`src/mdp_pkg.sv`:
```
// Shared constants, types and command struct of the minimum-difference pair finder.
package mdp_pkg;

   localparam int SET_DEPTH = 1024;
   localparam int ADDR_W    = (SET_DEPTH > 1) ? $clog2(SET_DEPTH) : 1;
   localparam int CNT_W     = $clog2(SET_DEPTH + 1);

   typedef logic [ADDR_W-1:0] addr_type;
   typedef logic [CNT_W-1:0]  cnt_type;

   localparam logic [1:0] REQ_LOAD_A = 2'd0;
   localparam logic [1:0] REQ_LOAD_B = 2'd1;
   localparam logic [1:0] REQ_FIND   = 2'd2;

   typedef enum logic [1:0] {
      STATUS_OK      = 2'd0,
      STATUS_EMPTY   = 2'd1,
      STATUS_DROPPED = 2'd2
   } status_type;

   typedef struct packed {
      logic       wr_a;
      logic       wr_b;
      addr_type   wr_addr;
      logic       ref_b;
      addr_type   ref_addr;
      addr_type   oth_addr;
      logic       mm_step;
      logic       mm_first;
      logic       oth0_load;
      logic       tgt_load;
      logic       ps_step;
      logic       ps_first;
      logic       init_best;
      logic       calc_mid;
      logic       calc_pick;
      logic       calc_diff;
      logic       calc_update;
      logic       rsp_load;
      status_type rsp_status;
   } cmd_type;

endpackage

```
`src/mdp_controller.sv`:
```
// Controller: set counts, scan sequencing and response handshake.
module mdp_controller (
   input  logic             clock,
   input  logic             reset,
   input  logic             req_valid,
   input  logic [1:0]       req_type,
   output logic             req_ready,
   output logic             rsp_valid,
   input  logic             rsp_ready,
   output mdp_pkg::cmd_type cmd
);

   typedef enum logic [3:0] {
      S_IDLE,
      S_MM,
      S_MM_DRAIN,
      S_INIT,
      S_OTH,
      S_SCAN,
      S_SCAN_DRAIN,
      S_MID,
      S_PICK,
      S_DIFF,
      S_UPD,
      S_FIN
   } state_type;

   state_type            state_ff, state_in;
   mdp_pkg::cnt_type     count_a_ff, count_a_in;
   mdp_pkg::cnt_type     count_b_ff, count_b_in;
   logic                 dropped_ff, dropped_in;
   logic                 ref_b_ff, ref_b_in;
   mdp_pkg::status_type  status_ff, status_in;
   mdp_pkg::addr_type    i_ff, i_in;
   mdp_pkg::addr_type    j_ff, j_in;
   logic                 rsp_valid_ff, rsp_valid_in;

   mdp_pkg::cnt_type     nr;
   mdp_pkg::cnt_type     no;
   logic                 last_j;
   logic                 last_i;
   logic                 fin_go;
   logic                 a_full;
   logic                 b_full;

   assign nr     = ref_b_ff ? count_b_ff : count_a_ff;
   assign no     = ref_b_ff ? count_a_ff : count_b_ff;
   assign last_j = (mdp_pkg::cnt_type'(j_ff) + mdp_pkg::cnt_type'(1)) == nr;
   assign last_i = (mdp_pkg::cnt_type'(i_ff) + mdp_pkg::cnt_type'(1)) == no;
   assign fin_go = !rsp_valid_ff || rsp_ready;
   assign a_full = count_a_ff == mdp_pkg::cnt_type'(mdp_pkg::SET_DEPTH);
   assign b_full = count_b_ff == mdp_pkg::cnt_type'(mdp_pkg::SET_DEPTH);

   always_comb begin
      state_in     = state_ff;
      count_a_in   = count_a_ff;
      count_b_in   = count_b_ff;
      dropped_in   = dropped_ff;
      ref_b_in     = ref_b_ff;
      status_in    = status_ff;
      i_in         = i_ff;
      j_in         = j_ff;
      rsp_valid_in = rsp_valid_ff && !rsp_ready;

      cmd            = '0;
      cmd.ref_b      = ref_b_ff;
      cmd.ref_addr   = j_ff;
      cmd.oth_addr   = i_ff;
      cmd.rsp_status = status_ff;
      cmd.wr_addr    = (req_type == mdp_pkg::REQ_LOAD_A) ? count_a_ff[mdp_pkg::ADDR_W-1:0]
                                                          : count_b_ff[mdp_pkg::ADDR_W-1:0];

      unique case (state_ff)
         S_IDLE: begin
            if (req_valid) begin
               case (req_type)
                  mdp_pkg::REQ_LOAD_A: begin
                     if (!a_full) begin
                        cmd.wr_a   = 1'b1;
                        count_a_in = count_a_ff + mdp_pkg::cnt_type'(1);
                     end else begin
                        dropped_in = 1'b1;
                     end
                  end
                  mdp_pkg::REQ_LOAD_B: begin
                     if (!b_full) begin
                        cmd.wr_b   = 1'b1;
                        count_b_in = count_b_ff + mdp_pkg::cnt_type'(1);
                     end else begin
                        dropped_in = 1'b1;
                     end
                  end
                  mdp_pkg::REQ_FIND: begin
                     i_in = '0;
                     j_in = '0;
                     if ((count_a_ff == '0) || (count_b_ff == '0)) begin
                        status_in = mdp_pkg::STATUS_EMPTY;
                        ref_b_in  = 1'b0;
                        state_in  = S_FIN;
                     end else begin
                        status_in = dropped_ff ? mdp_pkg::STATUS_DROPPED : mdp_pkg::STATUS_OK;
                        ref_b_in  = count_b_ff < count_a_ff;
                        state_in  = S_MM;
                     end
                  end
                  default: begin
                  end
               endcase
            end
         end
         S_MM: begin
            cmd.mm_step   = 1'b1;
            cmd.mm_first  = j_ff == '0;
            cmd.oth0_load = j_ff == '0;
            if (last_j) begin
               j_in     = '0;
               state_in = S_MM_DRAIN;
            end else begin
               j_in = j_ff + mdp_pkg::addr_type'(1);
            end
         end
         S_MM_DRAIN: begin
            state_in = S_INIT;
         end
         S_INIT: begin
            cmd.init_best = 1'b1;
            state_in      = S_OTH;
         end
         S_OTH: begin
            cmd.tgt_load = 1'b1;
            j_in         = '0;
            state_in     = S_SCAN;
         end
         S_SCAN: begin
            cmd.ps_step  = 1'b1;
            cmd.ps_first = j_ff == '0;
            if (last_j) begin
               j_in     = '0;
               state_in = S_SCAN_DRAIN;
            end else begin
               j_in = j_ff + mdp_pkg::addr_type'(1);
            end
         end
         S_SCAN_DRAIN: begin
            state_in = S_MID;
         end
         S_MID: begin
            cmd.calc_mid = 1'b1;
            state_in     = S_PICK;
         end
         S_PICK: begin
            cmd.calc_pick = 1'b1;
            state_in      = S_DIFF;
         end
         S_DIFF: begin
            cmd.calc_diff = 1'b1;
            state_in      = S_UPD;
         end
         S_UPD: begin
            cmd.calc_update = 1'b1;
            if (last_i) begin
               state_in = S_FIN;
            end else begin
               i_in     = i_ff + mdp_pkg::addr_type'(1);
               state_in = S_OTH;
            end
         end
         S_FIN: begin
            if (fin_go) begin
               cmd.rsp_load = 1'b1;
               rsp_valid_in = 1'b1;
               count_a_in   = '0;
               count_b_in   = '0;
               dropped_in   = 1'b0;
               state_in     = S_IDLE;
            end
         end
         default: begin
            state_in = S_IDLE;
         end
      endcase
   end

   always_ff @(posedge clock) begin
      if (reset) begin
         state_ff     <= S_IDLE;
         count_a_ff   <= '0;
         count_b_ff   <= '0;
         dropped_ff   <= 1'b0;
         ref_b_ff     <= 1'b0;
         status_ff    <= mdp_pkg::STATUS_OK;
         i_ff         <= '0;
         j_ff         <= '0;
         rsp_valid_ff <= 1'b0;
      end else begin
         state_ff     <= state_in;
         count_a_ff   <= count_a_in;
         count_b_ff   <= count_b_in;
         dropped_ff   <= dropped_in;
         ref_b_ff     <= ref_b_in;
         status_ff    <= status_in;
         i_ff         <= i_in;
         j_ff         <= j_in;
         rsp_valid_ff <= rsp_valid_in;
      end
   end

   assign req_ready = state_ff == S_IDLE;
   assign rsp_valid = rsp_valid_ff;

   ap_count_bound: assert property (@(posedge clock) disable iff (reset)
      (count_a_ff <= mdp_pkg::cnt_type'(mdp_pkg::SET_DEPTH)) &&
      (count_b_ff <= mdp_pkg::cnt_type'(mdp_pkg::SET_DEPTH)))
      else $error("Set count exceeds the store depth.");

   ap_scan_sets_nonempty: assert property (@(posedge clock) disable iff (reset)
      (state_ff == S_MM || state_ff == S_SCAN || state_ff == S_UPD) |->
      ((count_a_ff != '0) && (count_b_ff != '0)))
      else $error("A search step runs with an empty set.");

   ap_scan_index: assert property (@(posedge clock) disable iff (reset)
      (state_ff == S_SCAN || state_ff == S_MM) |-> (mdp_pkg::cnt_type'(j_ff) < nr))
      else $error("Reference scan index runs past the set count.");

   ap_clear_after_find: assert property (@(posedge clock) disable iff (reset)
      (state_ff == S_FIN && fin_go) |=>
      ((count_a_ff == '0) && (count_b_ff == '0) && !dropped_ff && rsp_valid_ff))
      else $error("Sets not cleared or response not raised after a find.");

endmodule

```
`config.mk`:
```
export PLATFORM = sky130hd
export DESIGN_NAME = mdp_controller
export DESIGN_NICKNAME = d
export VERILOG_FILES = /design/src/mdp_pkg.sv /design/src/mdp_controller.sv
export SDC_FILE = /design/constraint.sdc
export NUM_CORES = 1
export LEC_CHECK = 0
export ABC_AREA = 1
export BUFFER_PORTS_ARGS = -buffer_cell sky130_fd_sc_hd__buf_2
export CORE_MARGIN = 3
export CORE_UTILIZATION = 50
export DETAILED_ROUTE_END_ITERATION = 10
export GPL_TIMING_DRIVEN = 1
export HOLD_SLACK_MARGIN = 0.05
export PLACE_DENSITY = 0.72
export RECOVER_POWER = 50
export SLEW_MARGIN = 20
export SYNTH_ARGS = -nofsm -noshare
export SYNTH_HDL_FRONTEND = slang
export SYNTH_SLANG_ARGS = --single-unit
```
`constraint.sdc`:
```
create_clock -name clock -period 2.58 [get_ports clock]
set_clock_uncertainty 0.2 [all_clocks]
set_input_delay 0.258 -clock clock [delete_from_list [all_inputs] [get_ports clock]]
set_output_delay 0.258 -clock clock [all_outputs]
set_load 0.03 [all_outputs]
```
==> summary.txt <==
STA
  – Tmin final: 2.430 ns
  – Fmax: 0.4115 GHz
  – Hold slack: 0.06508 ns
  – Max_slew headroom: 67.88%
  – Final setup fails: 0
  – Max Slew Vio Count: 0
  – Final TNS setup: 0 ns
  – Final period utilization: 94.20%
  – Worst-Margin Slew: 0.4775 ns
  – Final Hold Vio Count: 0
  – RSZ-0062 raised after global routing: no

Cells and area
  – Nets: 786
  – Area occupied by registers: 1023 um^2
  – Diodes inserted: 0
  – Fraction of layout cells with a size suffix above 1: 10.08%
  – Area grow syn2layout: 9.921%
  – Fillers: 850
  – Footprint of the multi-input gates: 2765 um^2

Logic synthesis
  – Synthesized net count: 730
  – Flip-flop and latch count after synthesis: 51
  – Mapped Area: 4263 um^2
  – Post-synthesis cell type count: 41
  – Share of flip-flops with an asynchronous set or reset: 0%
  – EDFF count, synth: 0
  – Top_reg_cell synth: dfxtp_1
  – Mean post-synth cell area: 6.029 um^2
  – Yosys Warn Count: 0
  – Cell taking the most area after synthesis: dfxtp_1
  – Sequential share of the synthesized area: 23.95%
  – Synth area leaders: dfxtp_1 (24%), nand2_1 (17%), nand3_1 (7.9%)
  – Area share of the largest cell type after synthesis: 23.95%
  – Syn Inst Count: 707

Global routing
  – Largest net degree at the start of global routing: 48
  – First-pass GRT wire length: 20.18 mm
  – Total congestion overflow: 0
  – Initial antenna violation count: 0
  – Total GRT Usage: 25.13%
  – Vias in the first global route: 4269

Routing
  – Routed wl met2: 5.658 mm
  – Max Used Layer: met4
  – Detail Route Antenna Nets: 0
  – Metal3 WL: 947 um
  – Vias per inst: 5.549
  – DR vias: 4822
  – DR WL/cell: 14.41 um
  – Detailed Routing Iterations Pass 1: 5
  – WL met1: 5.715 mm
  – # DRC: 0
  – DR iter-0 viols: 439
  – Final wirelength: 12.52 mm

Clock tree
  – Setup Buffers After CTS: 0
  – H-tree levels: 2
  – CTS Sinks: 51
  – CTS-repair resized insts: 0
  – Clk buf depth: 2
  – Hold_buf cts: 0
  – TritonCTS clock tree: built
  – Clk root buf: clkbuf_8
  – Skew-Pair Late Insertion Delay: 0.31 ns
  – CTS Buf Count: 5
  – Clock slew seen by the registers of the worst setup and hold paths: 0.11 ns

Power and ir drop
  – Clock Power Share: 19.6%
  – P_int: 0.001427 W
  – Logic pwr share: 44.0%
  – Sw Pwr: 0.001212 W
  – Sw Share: 45.92%
  – Power per standard cell area: 563.1 nW/um^2
  – LEAKAGE: 1.920 nW
  – Reg power frac: 36.4%
  – Peak supply drop: 0.2502 mV

Worst hold path
  – Min-delay src: rsp_ready
  – Hold WC Path Type: input pin to flop

Floorplan
  – Ports: 55
  – Core box area: 8258 um^2
  – Die Y: 98.34 um
  – Die area: 9670 um^2
  – Num rows: 33
  – Initial Util: 51.62%
  – Die width: 98.34 um

Worst setup path
  – CP arrival: 2.45 ns
  – CP Launch Type: flop
  – CP startpoint: state_ff[3]
  – Worst reg2reg setup slack: 0.15 ns
  – WS Path Type: flop to flop
  – Setup crit end kind: flop
  – R2r startpoint: state_ff[3]
  – CP required: 2.60 ns
  – Critical path peak fanout: 10

Place
  – Port buffer count: 54
  – Final RePlAce weighted congestion: 0.9667
  – Placed wire-length estimate: 9.713 mm

Status
  – Status: finished clean

Job
  – Max Cap Viol: 0
==> cell families after synthesis <==
logic type                 share of synthesized area (%)
DFF                                                23.95
xor gates and xnor gates                           2.465
and+or+nand+nor                                    44.14
AOI/OAI and AO/OA                                  13.33
adders and majority gates                          4.990
buffers and inverters                              11.12
==> cells in the final DEF (no fill, tap or decap), drive strengths merged, types with 19 or more instances in the layout <==
cell,synthesis,routed
a21oi,47,47
buf,12,26
clkbuf,9,50
dfxtp,51,51
inv,84,84
nand2,198,198
nand3,68,68
nor2,95,95
nor3,19,19
o21ai,52,52
==> power groups by stage <==
stage                     combinational, W  clock [W]  sequential (W)
after floorplan                   0.000814          0         0.00104
after global placement             0.00115          0        0.000973
after detailed placement           0.00117          0        0.000976
after CTS                          0.00118   0.000530        0.000958
after global routing               0.00129   0.000557        0.000977
final                              0.00116   0.000517        0.000961
==> per-layer routing <==
layer / vias to the layer above / GRT usage (%)
li1: 2424 / -
met1: 2208 / 35.16
met2: 174 / 40.09
met3: 16 / 4.571
met4: 0 / 6.197
met5: - / 0
==> worst paths after layout <==
check / endpoint / cells past startpoint
max: count_b_ff[7] / 11
min: rsp_valid / 4
max reg2reg: count_b_ff[7] / 11
min reg2reg: status_ff[1] / 2
==> critical path, stage by stage (launching register included) <==
cell,delay (ns)
dfxtp_1,0.42
inv_1,0.10
nor2_2,0.12
inv_2,0.07
nor2_1,0.28
nand2_2,0.25
clkbuf_1,0.30
nand2_1,0.15
inv_1,0.15
o21ai_2,0.10
nand2_1,0.06
and2_1,0.13
==> cell type report <==
class / instances / area share, %
Tap cell: 105 / 2.804
Inverter: 86 / 6.889
Clock buffer: 6 / 1.762
Timing Repair Buffer: 70 / 7.343
Sequential cell: 51 / 21.84
Clock inverter: 2 / 0.3471
Multi-Input combinational cell: 549 / 59.01
==> state kept, by name, indices dropped and copies added, names as in the netlist <==
signal and count:
count_a_ff 11, count_b_ff 11, dropped_ff 1, i_ff 10, j_ff 10, ref_b_ff 1, rsp_valid 1, state_ff 4
status_ff 2
==> stage by stage <==
stage	area (um^2)	cells	utilization [%]	worst slack, ns	total power (W)
2_1_floorplan	4263	707	-	0.07125	0.001850
3_3_place_gp	4646	861	56.26	0.2506	0.002127
3_5_place_dp	4646	861	56.26	0.2099	0.002148
4_1_cts	4745	869	57.45	0.1651	0.002664
5_1_grt	4686	869	56.74	0.02087	0.002827
6_report	4686	869	56.74	0.1496	0.002638
==> cells in the mapped netlist (all sizes together) (4+ instances only) <==
cell type	n
xor2	10
nor2	95
nand3	68
ha	17
buf	12
a21oi	47
clkbuf	9
nand2	198
inv	84
nor4	4
nor3	19
o21ai	52
nand4	16
nand3b	11
dfxtp	51
Note: power is estimated with default switching activity, not from simulation.
